<file path="src/hdl/tgc_pkg.sv">
// ---------------------------------------------------------------------------
// Touch gesture classifier package
// Shared types, codes and constants for the classifier block.
// ---------------------------------------------------------------------------
package tgc_pkg;

  localparam int unsigned GESTURE_LIMIT_MS_DEF = 2000;
  localparam int unsigned FLING_SPAN_MS_DEF    = 300;
  localparam int unsigned FLING_MAX_DT         = 100;
  localparam int unsigned ADDR_W               = 5;
  localparam int unsigned DIV_W                = 7;

  typedef enum logic [1:0] {
    PH_IDLE     = 2'd0,
    PH_PENDING  = 2'd1,
    PH_DRAG     = 2'd2,
    PH_CONSUMED = 2'd3
  } phase_t;

  typedef enum logic [2:0] {
    ACT_FORWARD     = 3'd0,
    ACT_TAP         = 3'd1,
    ACT_BACK        = 3'd2,
    ACT_SCROLL_SET  = 3'd3,
    ACT_SCROLL_ANIM = 3'd4,
    ACT_LONG        = 3'd5
  } action_t;

  typedef enum logic [1:0] {
    MODE_DOWN = 2'd0,
    MODE_MOVE = 2'd1,
    MODE_UP   = 2'd2,
    MODE_TICK = 2'd3
  } mode_t;

  typedef enum logic [1:0] {
    KIND_DOWN = 2'd0,
    KIND_MOVE = 2'd1,
    KIND_UP   = 2'd2
  } kind_t;

  typedef enum logic [ADDR_W-3:0] {
    REG_FORWARD_MOVES = 3'd0,
    REG_LP_ENABLE     = 3'd1,
    REG_MIN_OFFSET    = 3'd2,
    REG_TAP_SLOP      = 3'd3,
    REG_SWIPE_MIN     = 3'd4,
    REG_DRAG_START    = 3'd5,
    REG_LP_MS         = 3'd6
  } reg_idx_t;

  typedef enum logic [2:0] {
    ST_IDLE,
    ST_EVAL,
    ST_DIV,
    ST_FLING,
    ST_OUT0,
    ST_OUT1
  } state_t;

  // Input item.
  typedef struct packed {
    logic [1:0]         mode;
    logic [9:0]         x_pos;
    logic [9:0]         y_pos;
    logic [31:0]        now_time;
    logic               unarmed_touch;
    logic               menu_on_top;
    logic               scrollable;
    logic signed [15:0] current_offset;
    logic               link_up;
    logic               same_layer;
  } item_in_t;

  // Result item.
  typedef struct packed {
    logic [2:0]         action;
    logic [1:0]         event_kind;
    logic [9:0]         x_out;
    logic [9:0]         y_out;
    logic signed [15:0] offset_out;
    logic               last;
  } item_out_t;

  // Configuration register file.
  typedef struct packed {
    logic               forward_moves;
    logic               long_press_enable;
    logic signed [15:0] min_scroll_offset;
    logic [7:0]         touch_slop;
    logic [9:0]         swipe_travel;
    logic [7:0]         drag_travel;
    logic [15:0]        hold_time;
  } cfg_t;

  // Commands from controller to datapath.
  typedef struct packed {
    logic load;
    logic eval;
    logic div_start;
    logic div_step;
    logic fling;
    logic sel1;
  } cmd_t;

  // Status from datapath to controller.
  typedef struct packed {
    logic need_div;
    logic div_done;
    logic two;
    logic none;
  } stat_t;

endpackage

</file>
<file path="src/hdl/tgc_ctrl.sv">
// ---------------------------------------------------------------------------
// Touch gesture classifier controller
// Sequences evaluation, the fling divider and result delivery.
// ---------------------------------------------------------------------------
module tgc_ctrl (
  input  logic            clk,
  input  logic            rst,
  input  logic            in_valid,
  output logic            in_ready,
  output logic            out_valid,
  input  logic            out_ready,
  input  tgc_pkg::stat_t  stat,
  output tgc_pkg::cmd_t   cmd
);
  import tgc_pkg::*;

  state_t state, state_next;

  always_ff @(posedge clk) begin
    if (rst) state <= ST_IDLE;
    else     state <= state_next;
  end

  // Next state. The result registers are settled in ST_OUT0, so an event
  // without any result is dropped there.
  always_comb begin
    state_next = state;
    case (state)
      ST_IDLE:  if (in_valid) state_next = ST_EVAL;
      ST_EVAL: begin
        if (stat.need_div) state_next = ST_DIV;
        else               state_next = ST_OUT0;
      end
      ST_DIV:   if (stat.div_done) state_next = ST_FLING;
      ST_FLING: state_next = ST_OUT0;
      ST_OUT0: begin
        if (stat.none)     state_next = ST_IDLE;
        else if (out_ready) state_next = stat.two ? ST_OUT1 : ST_IDLE;
      end
      ST_OUT1:  if (out_ready) state_next = ST_IDLE;
      default:  state_next = ST_IDLE;
    endcase
  end

  // Outputs.
  always_comb begin
    in_ready      = 1'b0;
    out_valid     = 1'b0;
    cmd           = '0;
    case (state)
      ST_IDLE: begin
        in_ready = 1'b1;
        cmd.load = in_valid;
      end
      ST_EVAL: begin
        cmd.eval      = 1'b1;
        cmd.div_start = stat.need_div;
      end
      ST_DIV:   cmd.div_step = 1'b1;
      ST_FLING: cmd.fling = 1'b1;
      ST_OUT0:  out_valid = !stat.none;
      ST_OUT1: begin
        out_valid = 1'b1;
        cmd.sel1  = 1'b1;
      end
      default: ;
    endcase
  end
endmodule

</file>
<file path="config.mk">
export PLATFORM = sky130hd
export DESIGN_NAME = tgc_ctrl
export DESIGN_NICKNAME = d
export VERILOG_FILES = /design/src/hdl/tgc_pkg.sv /design/src/hdl/tgc_ctrl.sv
export SDC_FILE = /design/constraint.sdc
export NUM_CORES = 1
export LEC_CHECK = 0
export BUFFER_PORTS_ARGS = -buffer_cell sky130_fd_sc_hd__buf_4
export CAP_MARGIN = 20
export CORE_AREA = 2 2 39 41
export DETAILED_ROUTE_END_ITERATION = 16
export DIE_AREA = 0 0 41 43
export PLACE_DENSITY = 0.53
export SLEW_MARGIN = 30
export SYNTH_ARGS = -nofsm -noshare
export SYNTH_HDL_FRONTEND = slang
export SYNTH_SLANG_ARGS = --single-unit
</file>
<file path="constraint.sdc">
create_clock -name clk -period 0.9 [get_ports clk]
set_input_delay 0.135 -clock clk [delete_from_list [all_inputs] [get_ports clk]]
set_output_delay 0.135 -clock clk [all_outputs]
set_load 0.1 [all_outputs]
</file>
# Word level (Yosys, flattened, before mapping)
# Cells that the tools add are included.
# word_totals
register_bits	3
inputBits	8
out_inout_bits	8
elab_cells	28
# op_classes
eq_ne	9
n_mux	15
n_reduce_logical	3
# op_table
op	n
3-bit two-way mux	7
3-bit one-hot mux with 6 select lines	1
3-bit by 2-bit equality test with 1-bit output (second input constant)	2
3-bit equality test (second input constant)	2
2-bit inequality test (second input constant)	3
1-bit two-way mux	5
4-bit AND reduction	1
3-bit by 1-bit equality test with 1-bit output (second input constant)	1
3-bit logical NOT	1
3-bit inequality test (second input constant)	1
2-bit two-way mux	1
1-bit one-hot mux with 2 select lines	1
1-bit logical NOT	1

# Longest topological paths before layout
# Gate-level depths: netlist of run 1.
# logic_depth
ltp_word	4
depth_mapped	4
mapped_depth_nobuf	3

# Least setup slack after synthesis of run 1
# Ideal clock, no wire load.
# synth_timing
path_type	flip-flop to output port
startpoint	register state[0]
endpoint	output port cmd[5] (netlist bit)
arrival_ns	3.514
t_required_ns	0.765
path_slack_ns	-2.749
path_stages_with_launch	4
path_buffers	1
path_cell_list	dfxtp_1 buf_2 nor3_1 and2_1
# synth_lines
element	line	text
start, declared	tgc_ctrl.sv:17	state_t state, state_next;
start signal, assigned	tgc_ctrl.sv:21	else state <= state_next;
end, declared	tgc_ctrl.sv:13	output tgc_pkg::cmd_t cmd

==> metrics.md, run 1 <==
| Metric | Value |
|---|---|
| Clock root cell | `clkbuf_4` |
| Avg Inst Size Synth | `8.508 um^2` |
| Drt wl/cell | `11.65 um` |
| Global route overflow | `0` |
| Synth warn | `0` |
| Area after DPL | `494.2 um^2` |
| GP Congestion | `0.7403` |
| Hold Path Class | `input port to flip-flop` |
| Initial Util | `18.44%` |
| MaxCap Viol Count | `0` |
| Bufs and invs on worst path | `2` |
| Fill count | `125` |
| Reg2reg end | `state[2]` |
| DR pass1 iterations | `3` |
| Utilization after layout | `50.81%` |
| Fin Clk Skew | `0.002921 ns` |
| Setup_tns | `-3.475 ns` |
| CTS sink count | `3` |
| Via count | `331` |
| PnR Total Power | `1.164 mW` |
| Die width | `41 um` |
| Final setup viols | `11` |
| Worst path max stage delay | `0.33 ns` |
| Final HPWL DP | `613.4 um` |
| Design Area, Final | `703.2 um^2` |
| Global-route wire length before repair | `1497 um` |
| Static Leak | `0.2786 nW` |
| Worst EP arrival | `1.18 ns` |
| CTS max path bufs | `2` |
| CP Launch Type | `flip-flop` |
| Biggest regs | `state (3)` |
| Sequential share of the synthesized area | `23.53%` |
| Die area | `1763 um^2` |
| Total track usage | `12.64%` |
| Antenna Nets Post-Route | `0` |
| Layout cells sized above 1 | `86.21%` |
| Synthesis-to-layout area growth | `175.5%` |
| Pin count of the biggest net entering global routing | `7` |
| Fmax | `758.5 MHz` |
| Antenna diode count | `0` |
| Post-Syn Area | `255.2 um^2` |
| Final Hold Slack | `0.07879 ns` |
| WHS Endpoint | `state[1]` |
| Die height | `43 um` |
| I/O Buffers | `15` |
| Worst slew margin | `87.00%` |
| Max-slew violations | `0` |
| Peak VDD IR | `0.8077 mV` |
| # H-tree levels | `1` |
| Max FFs per register | `3` |
| Clock transition at path regs | `0.04 ns` |
| RSZ-0062 raised after global routing | `true` |
| CTS tree | `yes` |
| WL final | `862 um` |
| Num ports | `16` |
| Mapped Nets | `38` |
| CP Max Fanout | `4` |
| Worst flop-to-flop path startpoint | `state[2]` |
| Period utilization | `146.5%` |
| Hold Path Depth | `2` |
| Vias in the first global route | `352` |
| Crit end category | `output pin` |
| Clock latency on the worst-skew pair | `0.23 ns` |
| WP data required | `0.76 ns` |
| #FFs+latches synth | `3` |
| Slew @ Worst Pin | `0.1912 ns` |
| Critical-path cell list | `buf_6 > nor3_4 > and2_4 > buf_12` |
| Initial DRC Count | `1` |
| PwrDens | `1655 nW/um^2` |
| HP Start | `rst` |
| Delay-heaviest family, CP | `flip-flops` |
| Synth unique cells | `18` |
| Row cnt | `14` |
| Critical-path top delay cell | `dfxtp_2` |
| Fin. Hold Viols | `0` |
| DRC violations left | `0` |
| Via/cell ratio | `4.473` |
| Gate count after technology mapping | `30` |
| R2R setup slack | `-0.25 ns` |
| Status | `complete, but fails checks` |
| Worst setup margin | `-0.4184 ns` |
| Worst Path Class, Setup | `flip-flop to output pin` |
| Final Critical Period | `1.318 ns` |
| Final Net Count | `67` |
| Biggest register | `state` |
| Area of the multi-input gates | `257.7 um^2` |
| Core Area | `1384 um^2` |
| TritonCTS Buffers | `3` |
| Failing checks | `setup timing` |
| Hold buffers post-CTS | `0` |
| Antenna violations before repair | `0` |
| Worst Reg-to-Reg Cells | `5` |
| Area occupied by registers | `68.82 um^2` |
[metrics by stage]
step | setup WS, ns | instances
after floorplan | -0.9697 | 30
after global placement | -0.3314 | 68
after detailed placement | -0.3636 | 68
after CTS | -0.4009 | 74
after global routing | -0.4691 | 74
final | -0.4184 | 74
[cell usage after synthesis]
master	instances	area share, %
mux2i_1	2	7.8
nor2b_1	2	4.9
o32ai_2	1	6.4
nor4b_2	1	5.9
and2_1	2	4.9
dfxtp_1	3	24
a21oi_1	2	3.9
a22o_1	1	3.4
inv_1	1	1.5
nor2_1	4	5.9
nor3_1	4	7.8
buf_6	1	4.4
buf_2	1	2.0
nand2b_1	1	2.5
o21a_1	1	2.9
nand2b_4	1	5.4
and3_1	1	2.5
nand4bb_1	1	4.4
[worst max path at each step]
stage	start	slack (ns)	depth (start not counted)	endpoint
floorplan	state[0]	-0.97	3	cmd[5]
global placement	state[0]	-0.33	4	cmd[3]
detailed placement	state[0]	-0.36	4	cmd[3]
CTS	state[1]	-0.40	3	cmd[2]
global route	state[2]	-0.47	4	cmd[5]
finish	state[2]	-0.42	4	cmd[5]
[power by group]
group          switching (mW)  internal [mW]  total, mW
Sequential             0.0337          0.149      0.183
Combinational           0.408          0.335      0.742
Clock                  0.0726          0.166      0.239
[logic make-up (layout without fill, tap and decap cells)]
group,count (synthesis),count (layout),share of synthesized area [%]
simple gates,17,17,44.11
mux,2,2,7.843
buf+inv,3,31,7.840
flops,3,3,23.53
compound gates,5,5,16.67
[layer usage]
layer	share of wire [%]	global-route usage (%)	routed length [um]
met5	0	0	0
met4	0	4.000	0
met3	4.1	4.712	35
met2	55	18.75	474
met1	41	16.35	352
[cells in the final DEF (no fill, tap or decap)]
cell type  netlist  routed
a21oi_1          2       2
a22o_1           1       1
and2_4           0       2
and3_2           0       1
buf_12           0       9
buf_4            0      12
buf_6            1       5
clkbuf_1         0       1
clkbuf_4         0       3
dfxtp_2          0       1
dfxtp_4          0       2
inv_2            0       1
mux2i_1          2       1
mux2i_2          0       1
nand2b_4         1       2
nand4bb_1        1       1
nor2_1           4       1
nor2_4           0       3
nor2b_2          0       1
nor2b_4          0       1
nor3_2           0       2
nor3_4           0       2
nor4b_2          1       1
o21a_1           1       1
o32ai_2          1       1
[final cells by class]
type                       count  share of cell area (%)
timing repair buffer          26                   46.44
clock buffer                   4                   3.737
tap                           16                   2.847
inverter                       1                  0.5338
multi-input combinational     24                   36.65
sequential                     3                   9.786
[repair_timing]
| item | 4_1_cts | 5_1_grt |
|---|---|---|
| pin swaps | 5 | 3 |
| buffers inserted | 3 | 0 |
| resized for setup | 34 | 8 |
| setup endpoints to repair | 11 | 11 |
| gates cloned | 0 | 0 |
Note: power is estimated with default switching activity, not from simulation.
==> inputs of run 2 (changes only) <==
CORE_AREA = 5 5 42 44   (was 2 2 39 41)
DIE_AREA = 0 0 47 49   (was 0 0 41 43)
PLACE_DENSITY = unset   (was 0.53)
PLACE_DENSITY_LB_ADDON = 0.3   (was unset)
REMOVE_ABC_BUFFERS = 1   (was unset)
==> run 2 against run 1 <==
Against the previous run:
- the run still ends with setup timing left
- worst setup slack better by 0.026 ns
- final cell count rose by 8.1%
- first-iteration DRC count unchanged
- global-route usage decreased by 3.1 points
- critical path type unchanged
- cell area grew 11%
- maximum frequency is 2.0% higher
- largest power group unchanged
- count of clock-buffer cells in the layout unchanged
- clock skew decreased by 0.0025 ns
- register-to-register slack worse by 0.02 ns
- die area rose by 31%
- sequential power fell by 3%
- highest routed layer unchanged
- clock power shrank 3%
==> metrics.md, run 2 (synthesis gave the netlist of run 1 again) <==
| Metric | Value |
|---|---|
| Fin. Hold Viols | `0 (unchanged)` |
| WP data required | `0.76 ns (about the same)` |
| Die width | `47 um (+15%)` |
| DR pass1 iterations | `2 (-1)` |
| WHS Endpoint | `state[1]` |
| Crit end category | `output pin` |
| Slew @ Worst Pin | `0.2598 ns (+0.06858 ns)` |
| Net Sw Power | `0.5309 mW (+3.3%)` |
| CTS max path bufs | `2 (unchanged)` |
| Final Critical Period | `1.293 ns (-0.02565 ns)` |
| Area of the multi-input gates | `276.5 um^2 (+7.3%)` |
| I/O Buffers | `15 (unchanged)` |
| Core Area | `1401 um^2 (+1.3%)` |
| Flop pwr share | `14.5% (-1.2 points)` |
| Pin count of the biggest net entering global routing | `7 (unchanged)` |
| Met2 Use GR | `16.52% (-2.2 points)` |
| Sw Ratio | `43.44% (-0.70 points)` |
| Fin cells | `80 (+8.1%)` |
| Clock root cell | `clkbuf_4` |
| Final Net Count | `73 (+9.0%)` |
| Clock latency on the worst-skew pair | `0.23 ns (about the same)` |
| GRT met3 Usage | `2.583% (-2.1 points)` |
| Max-slew violations | `0 (unchanged)` |
| Area occupied by registers | `71.32 um^2 (+3.6%)` |
| Met1 usage | `10.07% (-6.3 points)` |
| Hold Path Depth | `2 (unchanged)` |
| Setup_tns | `-3.404 ns (+0.07025 ns)` |
| Final Hold Slack | `0.09709 ns (+0.01831 ns)` |
| # H-tree levels | `1 (unchanged)` |
| Die height | `49 um (+14%)` |
| Failing checks | `setup timing` |
| DP Cell Count | `67 (-1.5%)` |
| Combinational power share | `66.6% (+2.8 points)` |
| Clock power frac | `18.9% (-1.6 points)` |
| Global-route wire length before repair | `1628 um (+8.8%)` |
| Worst flop-to-flop path startpoint | `state[1]` |
| Worst Path Class, Setup | `flip-flop to output pin` |
| PnR Total Power | `1.222 mW (+5.0%)` |
| Peak VDD IR | `1.047 mV (+30%)` |
| Busiest grt layer | `met2` |
| Final HPWL DP | `628 um (+2.4%)` |
| DRC violations left | `0 (unchanged)` |
| Vias in the first global route | `399 (+13%)` |
| Via/cell ratio | `4.338 (-3.0%)` |
| Antenna Nets Post-Route | `0 (unchanged)` |
| Utilization after layout | `55.89% (+5.1 points)` |
| Row cnt | `14 (unchanged)` |
| Worst setup margin | `-0.3927 ns (+0.02566 ns)` |
| RSZ-0062 raised after global routing | `true` |
| Design Area, Final | `783.3 um^2 (+11%)` |
| Worst path max stage delay | `0.37 ns (+0.04 ns)` |
| Die area | `2303 um^2 (+31%)` |
| Status | `complete, but fails checks` |
| Reg2reg end | `state[0]` |
| Biggest register | `state` |
| Worst EP arrival | `1.16 ns (-0.02 ns)` |
| Clock transition at path regs | `0.03 ns (about the same)` |
| Synthesis-to-layout area growth | `206.9%` |
| Global route overflow | `0 (unchanged)` |
| Critical-path cell list | `buf_6 > nor2_4 > and2_4 > buf_12` |
| Fin Clk Skew | `0.0004099 ns (-0.002511 ns)` |
| Layout cells sized above 1 | `84.38% (-1.8 points)` |
| Biggest regs | `state (3)` |
| Final setup viols | `11 (unchanged)` |
| Area after DPL | `431.7 um^2 (-13%)` |
| Initial DRC Count | `1 (unchanged)` |
| Max FFs per register | `3 (unchanged)` |
| GP Congestion | `0.6935 (-6.3%)` |
| Initial Util | `18.21% (-0.23 points)` |
| Static Leak | `0.3233 nW (+16%)` |
| CTS tree | `yes` |
| Antenna violations before repair | `0 (unchanged)` |
| Fmax | `773.6 MHz (+2.0%)` |
| Worst Reg-to-Reg Cells | `5 (unchanged)` |
| R2R setup slack | `-0.27 ns (-0.02 ns)` |
| P_int | `0.6911 mW (+6.3%)` |
| HP Start | `rst` |
| CP Max Fanout | `6 (+2)` |
| Critical-path top delay cell | `dfxtp_4` |
| CTS sink count | `3 (unchanged)` |
| Hold Path Class | `input port to flip-flop` |
| Placement Setup Slack | `-0.2816 ns (+0.08196 ns)` |
| Total track usage | `9.494% (-3.1 points)` |
| PwrDens | `1560 nW/um^2 (-5.7%)` |
| Commonest cells after routing, fill and taps aside | `buf_4, buf_6, buf_12` |
| Num ports | `16 (unchanged)` |
| MaxCap Viol Count | `0 (unchanged)` |
| TritonCTS Buffers | `3 (unchanged)` |
| Period utilization | `143.6% (-2.9 points)` |
| WL final | `1056 um (+23%)` |
| Fill count | `125 (unchanged)` |
| CP Launch Type | `flip-flop` |
| Bufs and invs on worst path | `2 (unchanged)` |
| Delay-heaviest family, CP | `flip-flops` |
| Via count | `347 (+4.8%)` |
| Worst slew margin | `82.55% (-4.5 points)` |
| Antenna diode count | `0 (unchanged)` |
| Drt wl/cell | `13.20 um (+13%)` |
==> run 2: how the worst max path moves through the flow <==
| stage | start | endpoint | slack [ns] | cells after the start |
|---|---|---|---|---|
| finish | state[1] | cmd[3] | -0.39 | 4 |
| global route | state[1] | cmd[3] | -0.45 | 4 |
| CTS | state[2] | cmd[3] | -0.38 | 4 |
| detailed placement | state[1] | cmd[5] | -0.28 | 3 |
| global placement | state[1] | cmd[5] | -0.29 | 3 |
| floorplan | state[0] | cmd[5] | -2.71 | 2 |
==> run 2: cell type report <==
cell class | count | share of cell area [%]
Sequential cell | 3 | 9.105
Timing Repair Buffer | 32 | 49.20
Multi-Input combinational cell | 24 | 35.30
Tap cell | 16 | 2.556
Clock buffer | 4 | 3.355
Inverter | 1 | 0.4792
==> run 2: repair_timing <==
item	4_1_cts	5_1_grt
hold buffers	0	0
pin swaps	6	6
gates resized for setup	49	15
setup endpoints to repair	11	11
cloned	0	0
buffers inserted	8	1
==> run 2: layer usage <==
layer  vias up  share of wire, %
li1        175                 -
met4         0                 0
met3         0               4.5
met2         6                59
met5         -                 0
met1       166                37
==> run 2: power by group through the flow <==
stage	combinational, mW	sequential [mW]	clock [mW]
2_1_floorplan	0.341	0.173	0
3_3_place_gp	0.498	0.164	0
3_5_place_dp	0.498	0.164	0
4_1_cts	0.708	0.175	0.246
5_1_grt	0.840	0.181	0.257
6_report	0.813	0.177	0.231
