--- src/hdl/tgc_pkg.sv ---
// ---------------------------------------------------------------------------
// Touch gesture classifier package
// Shared types, codes and constants for the classifier block.
// ---------------------------------------------------------------------------
package tgc_pkg;

  localparam int unsigned GESTURE_LIMIT_MS_DEF = 2000;
  localparam int unsigned FLING_SPAN_MS_DEF    = 300;
  localparam int unsigned FLING_MAX_DT         = 100;
  localparam int unsigned ADDR_W               = 5;
  localparam int unsigned DIV_W                = 7;

  typedef enum logic [1:0] {
    PH_IDLE     = 2'd0,
    PH_PENDING  = 2'd1,
    PH_DRAG     = 2'd2,
    PH_CONSUMED = 2'd3
  } phase_t;

  typedef enum logic [2:0] {
    ACT_FORWARD     = 3'd0,
    ACT_TAP         = 3'd1,
    ACT_BACK        = 3'd2,
    ACT_SCROLL_SET  = 3'd3,
    ACT_SCROLL_ANIM = 3'd4,
    ACT_LONG        = 3'd5
  } action_t;

  typedef enum logic [1:0] {
    MODE_DOWN = 2'd0,
    MODE_MOVE = 2'd1,
    MODE_UP   = 2'd2,
    MODE_TICK = 2'd3
  } mode_t;

  typedef enum logic [1:0] {
    KIND_DOWN = 2'd0,
    KIND_MOVE = 2'd1,
    KIND_UP   = 2'd2
  } kind_t;

  typedef enum logic [ADDR_W-3:0] {
    REG_FORWARD_MOVES = 3'd0,
    REG_LP_ENABLE     = 3'd1,
    REG_MIN_OFFSET    = 3'd2,
    REG_TAP_SLOP      = 3'd3,
    REG_SWIPE_MIN     = 3'd4,
    REG_DRAG_START    = 3'd5,
    REG_LP_MS         = 3'd6
  } reg_idx_t;

  typedef enum logic [2:0] {
    ST_IDLE,
    ST_EVAL,
    ST_DIV,
    ST_FLING,
    ST_OUT0,
    ST_OUT1
  } state_t;

  // Input item.
  typedef struct packed {
    logic [1:0]         mode;
    logic [9:0]         x_pos;
    logic [9:0]         y_pos;
    logic [31:0]        now_time;
    logic               unarmed_touch;
    logic               menu_on_top;
    logic               scrollable;
    logic signed [15:0] current_offset;
    logic               link_up;
    logic               same_layer;
  } item_in_t;

  // Result item.
  typedef struct packed {
    logic [2:0]         action;
    logic [1:0]         event_kind;
    logic [9:0]         x_out;
    logic [9:0]         y_out;
    logic signed [15:0] offset_out;
    logic               last;
  } item_out_t;

  // Configuration register file.
  typedef struct packed {
    logic               forward_moves;
    logic               long_press_enable;
    logic signed [15:0] min_scroll_offset;
    logic [7:0]         touch_slop;
    logic [9:0]         swipe_travel;
    logic [7:0]         drag_travel;
    logic [15:0]        hold_time;
  } cfg_t;

  // Commands from controller to datapath.
  typedef struct packed {
    logic load;
    logic eval;
    logic div_start;
    logic div_step;
    logic fling;
    logic sel1;
  } cmd_t;

  // Status from datapath to controller.
  typedef struct packed {
    logic need_div;
    logic div_done;
    logic two;
    logic none;
  } stat_t;

endpackage

--- src/hdl/tgc_datapath.sv ---
// ---------------------------------------------------------------------------
// Touch gesture classifier datapath
// Gesture state, classification logic, fling divider and result registers.
// ---------------------------------------------------------------------------
module tgc_datapath #(
  parameter int unsigned GESTURE_LIMIT_MS = tgc_pkg::GESTURE_LIMIT_MS_DEF,
  parameter int unsigned FLING_SPAN_MS    = tgc_pkg::FLING_SPAN_MS_DEF
) (
  input  logic                clk,
  input  logic                rst,
  input  tgc_pkg::item_in_t   in_data,
  input  tgc_pkg::cfg_t       cfg,
  input  tgc_pkg::cmd_t       cmd,
  output tgc_pkg::stat_t      stat,
  output tgc_pkg::item_out_t  out_data
);
  import tgc_pkg::*;

  // Dividend width: |dy| * span fits in 10 + $clog2(span + 1) bits.
  localparam int unsigned NUM_W = 10 + $clog2(FLING_SPAN_MS + 1);

  item_in_t           it;
  phase_t             phase;
  logic [9:0]         down_x, down_y, last_y, prev_y;
  logic [31:0]        down_time, last_time, prev_time;
  logic signed [15:0] down_offset, scroll_now;
  logic               hold_armed, has_scroller;
  item_out_t          res0, res1;
  logic               two, none;

  // Divider registers.
  logic [NUM_W-1:0]   quo;
  logic [DIV_W:0]     rem;
  logic [DIV_W-1:0]   dvs;
  logic               neg;
  logic [$clog2(NUM_W+1)-1:0] cnt;
  logic [NUM_W-1:0]   prod;

  logic signed [16:0] min_lo;

  // Wide enough for an offset plus the largest fling carry.
  function automatic logic signed [15:0] clampv(input logic signed [20:0] v,
                                               input logic signed [16:0] lo);
    logic signed [20:0] r;
    begin
      r = v;
      if (r > 21'sd0) r = 21'sd0;
      if (r < 21'(lo)) r = 21'(lo);
      return r[15:0];
    end
  endfunction

  function automatic item_out_t mk(input action_t a, input kind_t k,
                                   input logic [9:0] x, input logic [9:0] y,
                                   input logic signed [15:0] o);
    item_out_t r;
    begin
      r.action = a; r.event_kind = k; r.x_out = x; r.y_out = y;
      r.offset_out = o; r.last = 1'b0;
      return r;
    end
  endfunction

  assign min_lo = (cfg.min_scroll_offset > 16'sd0) ? 17'sd0 : 17'(cfg.min_scroll_offset);

  // Combinational evaluation of one event.
  logic [10:0]        adx, ady;
  logic signed [10:0] dx, dy_d;
  logic [31:0]        dt, el;
  logic               fling_go;
  logic signed [15:0] drag_off;

  always_comb begin
    dx   = signed'({1'b0, it.x_pos}) - signed'({1'b0, down_x});
    dy_d = signed'({1'b0, it.y_pos}) - signed'({1'b0, down_y});
    adx  = dx[10] ? 11'(-dx) : 11'(dx);
    ady  = dy_d[10] ? 11'(-dy_d) : 11'(dy_d);
    dt   = last_time - prev_time;
    el   = it.now_time - down_time;
    fling_go = (phase == PH_DRAG) && it.same_layer && (dt != 32'd0) &&
               (dt <= 32'(FLING_MAX_DT));
    drag_off = clampv(21'(down_offset) + 21'(dy_d), min_lo);
  end

  logic signed [10:0] fdy;
  assign fdy = signed'({1'b0, last_y}) - signed'({1'b0, prev_y});

  // Signed carry from divider.
  logic signed [NUM_W:0] carry;
  assign carry = neg ? -$signed({1'b0, quo}) : $signed({1'b0, quo});

  assign stat.need_div = cmd.eval && (it.mode == MODE_UP) && fling_go;
  assign stat.div_done = (cnt == '0);
  assign stat.two      = two;
  assign stat.none     = none;

  assign out_data = cmd.sel1 ? res1 : res0;

  always_ff @(posedge clk) begin
    if (cmd.load) it <= in_data;
  end

  // Fling divider: restoring, one quotient bit per cycle.
  always_ff @(posedge clk) begin
    if (cmd.div_start) begin
      neg  <= fdy[10];
      prod <= NUM_W'((fdy[10] ? 11'(-fdy) : 11'(fdy)) * FLING_SPAN_MS);
      quo  <= '0;
      rem  <= '0;
      dvs  <= dt[DIV_W-1:0];
      cnt  <= ($clog2(NUM_W+1))'(NUM_W);
    end else if (cmd.div_step && cnt != '0) begin
      logic [DIV_W+1:0] t;
      t = {rem, prod[NUM_W-1]} - {2'b00, dvs};
      prod <= prod << 1;
      if (!t[DIV_W+1]) begin
        rem <= t[DIV_W:0];
        quo <= {quo[NUM_W-2:0], 1'b1};
      end else begin
        rem <= {rem[DIV_W-1:0], prod[NUM_W-1]};
        quo <= {quo[NUM_W-2:0], 1'b0};
      end
      cnt <= cnt - 1'b1;
    end
  end

  // Gesture state and result registers.
  always_ff @(posedge clk) begin
    if (rst) begin
      phase <= PH_IDLE;
      down_x <= '0; down_y <= '0; down_time <= '0; down_offset <= '0;
      scroll_now <= '0; last_y <= '0; prev_y <= '0;
      last_time <= '0; prev_time <= '0; hold_armed <= 1'b0;
      has_scroller <= 1'b0; two <= 1'b0; none <= 1'b0;
    end else if (cmd.fling) begin
      item_out_t          rf;
      logic signed [15:0] fo;
      fo = clampv(21'(scroll_now) + 21'(carry), min_lo);
      rf = mk(ACT_SCROLL_ANIM, KIND_DOWN, 10'd0, 10'd0, fo);
      rf.last = 1'b1;
      if (carry != '0) begin
        scroll_now <= fo;
        res0 <= rf;
        none <= 1'b0;
      end else begin
        none <= 1'b1;
      end
      two <= 1'b0;
    end else if (cmd.eval) begin
      logic n0, n1;
      item_out_t r0, r1;
      phase_t ph_n;
      logic arm_n;
      n0 = 1'b0; n1 = 1'b0;
      ph_n = phase; arm_n = hold_armed;
      r0 = mk(ACT_FORWARD, KIND_DOWN, it.x_pos, it.y_pos, 16'sd0);
      r1 = mk(ACT_FORWARD, KIND_MOVE, it.x_pos, it.y_pos, 16'sd0);
      case (it.mode)
        MODE_DOWN: begin
          n0 = 1'b1;
          arm_n = 1'b0;
          if (it.unarmed_touch) begin
            ph_n = PH_IDLE;
          end else begin
            ph_n = PH_PENDING;
            down_x <= it.x_pos; down_y <= it.y_pos; down_time <= it.now_time;
            last_y <= it.y_pos; prev_y <= it.y_pos;
            last_time <= it.now_time; prev_time <= it.now_time;
            has_scroller <= it.scrollable;
            down_offset <= it.scrollable ? it.current_offset : 16'sd0;
            scroll_now  <= it.scrollable ? it.current_offset : 16'sd0;
            arm_n = cfg.long_press_enable && it.menu_on_top;
          end
        end
        MODE_MOVE: begin
          logic step;
          step = 1'b0;
          if (phase == PH_PENDING || phase == PH_DRAG) begin
            prev_y <= last_y; prev_time <= last_time;
            last_y <= it.y_pos; last_time <= it.now_time;
          end
          if (phase == PH_PENDING) begin
            if (adx >= 11'(cfg.touch_slop) || ady >= 11'(cfg.touch_slop))
              arm_n = 1'b0;
            if (has_scroller && ady >= 11'(cfg.drag_travel)) begin
              arm_n = 1'b0;
              ph_n = PH_DRAG;
              step = 1'b1;
            end
          end else if (phase == PH_DRAG) begin
            step = 1'b1;
          end
          if (step) begin
            if (!it.same_layer || !has_scroller) begin
              ph_n = PH_CONSUMED;
            end else begin
              scroll_now <= drag_off;
              n0 = 1'b1;
              r0 = mk(ACT_SCROLL_SET, KIND_DOWN, 10'd0, 10'd0, drag_off);
            end
          end
          if (cfg.forward_moves) begin
            if (n0) n1 = 1'b1;
            else begin
              n0 = 1'b1;
              r0 = r1;
            end
          end
        end
        MODE_UP: begin
          logic done;
          done = 1'b0;
          arm_n = 1'b0;
          ph_n = PH_IDLE;
          if (phase == PH_DRAG || phase == PH_CONSUMED) begin
            done = 1'b1;
          end else if (phase == PH_PENDING && el <= 32'(GESTURE_LIMIT_MS)) begin
            if (adx < 11'(cfg.touch_slop) && ady < 11'(cfg.touch_slop)) begin
              if (it.menu_on_top) begin
                n0 = 1'b1; done = 1'b1;
                r0 = mk(ACT_TAP, KIND_DOWN, it.x_pos, it.y_pos, 16'sd0);
              end
            end else if (adx >= 11'(cfg.swipe_travel) && adx > ady && !dx[10] &&
                         dx != 11'sd0 && it.link_up) begin
              n0 = 1'b1; done = 1'b1;
              r0 = mk(ACT_BACK, KIND_DOWN, 10'd0, 10'd0, 16'sd0);
            end
          end
          if (!done) begin
            n0 = 1'b1;
            r0 = mk(ACT_FORWARD, KIND_UP, it.x_pos, it.y_pos, 16'sd0);
          end
        end
        default: begin
          if (hold_armed && el >= 32'(cfg.hold_time)) begin
            arm_n = 1'b0;
            if (phase == PH_PENDING && it.menu_on_top) begin
              ph_n = PH_CONSUMED;
              n0 = 1'b1;
              r0 = mk(ACT_LONG, KIND_DOWN, down_x, down_y, 16'sd0);
            end
          end
        end
      endcase
      r0.last = !n1;
      r1.last = 1'b1;
      phase <= ph_n;
      hold_armed <= arm_n;
      res0 <= r0;
      res1 <= r1;
      two  <= n1;
      none <= !n0;
    end
  end
endmodule

--- config.mk ---
export PLATFORM = sky130hd
export DESIGN_NAME = tgc_datapath
export DESIGN_NICKNAME = d
export VERILOG_FILES = /design/src/hdl/tgc_pkg.sv /design/src/hdl/tgc_datapath.sv
export SDC_FILE = /design/constraint.sdc
export NUM_CORES = 1
export LEC_CHECK = 0
export BUFFER_PORTS_ARGS = -buffer_cell sky130_fd_sc_hd__buf_2
export CAP_MARGIN = 15
export CELL_PAD_IN_SITES_DETAIL_PLACEMENT = 1
export CELL_PAD_IN_SITES_GLOBAL_PLACEMENT = 1
export CORE_ASPECT_RATIO = 0.5
export CORE_MARGIN = 4
export CORE_UTILIZATION = 44
export DETAILED_ROUTE_END_ITERATION = 8
export HOLD_SLACK_MARGIN = 0.06
export PLACE_DENSITY = 0.85
export SLEW_MARGIN = 30
export SYNTH_ARGS = -nofsm -noshare
export SYNTH_HDL_FRONTEND = slang
export SYNTH_SLANG_ARGS = --single-unit
--- constraint.sdc ---
create_clock -name clk -period 20 [get_ports clk]
set_input_delay 5 -clock clk [delete_from_list [all_inputs] [get_ports clk]]
set_output_delay 5 -clock clk [all_outputs]
set_load 0.03 [all_outputs]
Yosys cells after proc, flatten, opt, wreduce, memory -nomap -nowiden
Index checks and enable logic that the tools add are counted.
{ "word_totals": {"regBits": 368, "inputBits": 143, "out_inout_bits": 46, "word_cells": 232} }
{ "op_classes": {"n_addsub": 13, "multipliers": 1, "order_cmp": 15, "eq_ne": 13, "n_mux": 104, "bitwise": 3, "n_reduce_logical": 45} }
{ "op_table": {"columns": ["cell", "count"], "rows": [
  ["$mux 42", 12],
  ["$mux 16", 9],
  ["$pmux 32 s2", 2],
  ["$pmux 42 s3", 1],
  ["$mux 41", 3],
  ["$mux 32", 3],
  ["$mux 21", 4],
  ["$sub 32x32->32", 2],
  ["$mux 1", 46],
  ["$lt 21x17->1", 2],
  ["$mux 40", 1],
  ["$pmux 10 s2", 2],
  ["$mux 19", 2],
  ["$ge 11x8->1", 3],
  ["$mux 11", 3],
  ["$neg 11->11", 3],
  ["$sub 10x10->11", 3],
  ["$ge 32x16->1", 1],
  ["$le 32x11->1 const B", 1],
  ["$le 32x7->1 const B", 1],
  ["$pmux 16 s2", 1],
  ["$reduce_bool 32->1", 1],
  ["$mux 10", 3],
  ["$lt 11x8->1", 2],
  ["39 further kinds", 83]
]} }

Depth between registers and ports, before layout
{ "depth": {"word_depth": 25, "ltp_mapped": 33, "ltp_nobuf": 30} }

Worst setup path after synthesis
No wires, ideal clock.
{ "synth_timing": {"path_type": "in2out", "from": "input port cmd[4] in the netlist's numbering", "to": "output port stat[3] in the netlist's numbering", "arrival_ns": 8.237, "t_required_ns": 15.000, "path_slack_ns": 6.763, "path_stages": 10, "n_path_buf": 0, "path_cell_list": "nand3_1 a221oi_1 nand4_1 a2111o_1 a221oi_1 o211ai_1 nor4_1 nand4_1 a221o_1 a2111oi_0"} }
{ "synth_lines": {"columns": ["item", "line", "text"], "rows": [
  ["from (decl)", "tgc_datapath.sv:13", "input tgc_pkg::cmd_t cmd,"],
  ["to (decl)", "tgc_datapath.sv:14", "output tgc_pkg::stat_t stat,"]
]} }

==> run_results.csv <==
group,metric,value,unit
critical_path,worstPathArrival,8.09,ns
cts,cts-htree-levels,2,
logic_synthesis,synth_edf_count,162,
cts,cts_buffers,38,
cts,cts_max_path_buffers,3,
grt,grt.total_usage,26.7,%
critical_path,cp-startpoint,"cmd[4]",
grt,grt_pass1_vias,26300,
hold_path,hold_path_class,"register to register",
sta,slew_viol_final,0,
critical_path,critPathKind,"input pin to output port",
logic_synthesis,yosys_warnings,0,
power,peakVddDrop,0.119,mV
logic_synthesis,async_flop_share,0,%
sta,period_needed,13.09,ns
logic_synthesis,synth_seq_cells,368,
logic_synthesis,seq_area_frac_synth,33.3,%
placed_design,gp_congestion,0.902,
critical_path,rr_worst_depth,26,
sta,final_hold_viol_count,0,
layout,final_cells,4168,
grt,gr-total-overflow,0,
floorplanning,die_width,358,um
floorplanning,die_y,183,um
layout,n_fill_cell,7188,
layout,num_antenna_cells,0,
layout,final-seq-area,8990,um^2
floorplanning,coreArea,60000,um^2
critical_path,worstReg2RegEnd,"res0[12]",
sta,finalSetupViolations,0,
logic_synthesis,synthesis.area,27000,um^2
layout,utilization,50.0,%
logic_synthesis,synth_area_leaders,"edfxtp_1, dfxtp_1, ha_1, nand2_1, a21oi_1",
critical_path,critPathCaptureType,"output port",
power,p_per_area,114,nW/um^2
critical_path,required,15.00,ns
grt,grt_pass1_wl,142,mm
logic_synthesis,synth_top_area_share,18.0,%
drt,wl_per_cell,21.6,um
run,cap_viol_max_count,0,
sta,tns,0,ns
critical_path,endpoint,"stat[3]",
cts,cts_tree,"done",
cts,clk-insertion-delay-late,0.57,ns
critical_path,reg2reg_setup_slack,12.35,ns
cts,cts_resized,0,
outcome,status,"complete, no violations",
sta,relSlewSlack,31.2,%
floorplanning,die-area,65600,um^2
layout,drive_above_1_share,10.5,%
sta,rsz0062_at_grt,"no",
sta,fmax,76.4,MHz
layout,nets,3777,
cts,clkTransAtPathRegs,0.06,ns
floorplanning,start_util,45.0,%
cts,cts_hold_buf,0,
floorplanning,rows,63,
drt,vias,24900,
placed_design,port_buffers,188,
sta,skew,0.0192,ns
drt,ant_nets,0,
critical_path,worstReg2RegStart,"quo[2]",
drt,drt_first_pass_iters,5,
logic_synthesis,synth_nets,3667,
grt,antenna_found_initial,1,
logic_synthesis,synth.largest_area_cell,"edfxtp_1",
critical_path,start_kind,"input pin",
critical_path,cp_max_fo,7,
placed_design,dp_hpwl,65.4,mm
drt,dr.first_iter.drc_count,1564,
drt,viasPerCell,5.97,
sta,post-route-period-util,65.5,%
logic_synthesis,synthCells,3217,
sta,worstMarginPinSlew,1.03,ns
drt,drc,0,
layout,multi_input_area,16500,um^2
logic_synthesis,syn_area_per_cell,8.39,um^2
drt,totalWireLength,89.8,mm
logic_synthesis,synth.distinct_cells,83,
floorplanning,top_level_ports,189,
placed_design,dpl.cell_count,4099,
power,power.leakage,0.0125,uW
cts,cts.sinks,368,
layout,synthToLayoutAreaGrowth,11.1,%
cts,post_cts_buffers,0,
logic_synthesis,synth_ff_type,"dfxtp_1",
grt,grt_max_degree,94,
cts,root_buffer,"clkbuf_16",
state kept, by name, summed over array words and instances, names as in the netlist:
name	cells
scroll_now	16
down_y	10
prod	17
res1	20
rem	8
prev_time	32
it	75
res0	42
prev_y	10
dvs	7
none	1
has_scroller	1
last_time	32
quo	19
down_offset	16
hold_armed	1
last_y	10
two	1
neg	1
cnt	5
phase	2
down_x	10
down_time	32
cell usage after synthesis, types with 8 or more instances:
library cell and count:
a32oi_1 22, nor2b_1 58, o21ai_0 103, xor2_1 45
a221oi_1 9, nand2b_1 33, nand3_1 72, a211o_1 8
nand3b_1 9, inv_1 275, o2bb2ai_1 9, nand4_1 35
nor3_1 42, and2_1 17, a211oi_1 31, o21a_1 35
nor4_1 21, edfxtp_1 162, and3_1 27, a31oi_1 30
nor2_1 195, fa_1 21, a21o_1 55, a2111oi_0 11
or2_2 15, ha_1 286, a221o_1 18, mux2_2 40
o21bai_1 12, xnor2_1 94, mux2i_1 33, nand2_1 531
a22o_1 13, dfxtp_1 206, clkbuf_1 127, o31ai_1 18
or4_1 11, a311oi_1 48, or3_1 22, o211ai_1 21
a21oi_1 268
placed cells by master, fill, tap and decap left out, types with 15 or more instances in the layout:
master and instances:
a21o_1 55, nand2_1 530, buf_2 185, xor2_1 45, o31ai_1 18, or3_1 22
nor2_1 193, ha_1 286, fa_1 21, buf_4 22, nand4_1 35, o21a_1 35
and3_1 27, mux2_2 40, nor4_1 19, a311oi_1 47, and2_1 17, xnor2_1 93
dfxtp_1 206, nor2b_1 56, clkbuf_16 42, or2_2 15, a221o_1 18, nor3_1 40
edfxtp_1 162, o211ai_1 21, mux2i_1 33, nand3_1 72, a32oi_1 22, a21oi_1 266
nand2b_1 31, a211oi_1 30, o21ai_0 103, a31oi_1 30, inv_1 275
power breakdown:
group          leakage, uW  internal, uW  switching [uW]  total (uW)
Clock             0.000637           442             338         780
Sequential         0.00325           884            55.8         939
Combinational      0.00859           704             991        1690
logic make-up (layout without fill, tap and decap cells):
family	after synthesis	after routing	share of synthesized area (%)
DFF	368	368	33.3
muxes	73	73	2.89
xor gates and xnor gates	139	139	4.51
adders and majority gates	307	307	14.8
buffers and inverters	415	554	5.83
AOI/OAI and AO/OA	799	799	19.8
and+or+nand+nor	1116	1116	18.9
layout make-up:
| cell class | instances | area share, % |
|---|---|---|
| clock buffer | 49 | 3.64 |
| clock inverter | 20 | 0.755 |
| inverter | 276 | 3.45 |
| multi-input combinational | 2434 | 55.1 |
| sequential | 368 | 30.0 |
| tap | 812 | 3.39 |
| timing repair buffer | 209 | 3.71 |
metrics by stage:
step	worst slack (ns)	hold slack [ns]	instance area [um^2]	total power [uW]
finish	6.91	0.454	30000	3410
global route	6.75	0.479	30000	3640
CTS	6.91	0.456	30000	3410
detailed placement	6.93	0.447	28700	2580
global placement	7.05	0.441	28700	2440
floorplan	6.76	0.436	27000	2140
how the worst min path moves through the flow:
stage          cells after the start  slack, ns             to     startpoint
3_5_place_dp                       2       0.45  down_time[16]  down_time[16]
2_1_floorplan                      2       0.44  down_time[10]  down_time[10]
4_1_cts                            2       0.46  down_time[16]  down_time[16]
6_report                           2       0.45  down_time[16]  down_time[16]
5_1_grt                            2       0.48  down_time[16]  down_time[16]
3_3_place_gp                       2       0.44  down_time[11]  down_time[11]
per-layer routing:
metal	wire [um]	up-vias	global-route usage (%)
met5	0	-	0
met4	4280	0	12.2
met3	4080	245	3.20
met2	44200	698	47.9
met1	37300	12200	32.2
li1	-	11700	-
worst max-delay path, cell delays in order:
cell and delay, ns:
buf_2 0.15, nand3_1 0.23, a221oi_1 0.31, nand4_1 0.13, a2111o_1 0.39, a221oi_1 0.26
o211ai_1 0.14, nor4_1 0.29, nand4_1 0.13, a221o_1 0.28, a2111oi_0 0.49, buf_2 0.29
Power figures use the tool's default switching activity.
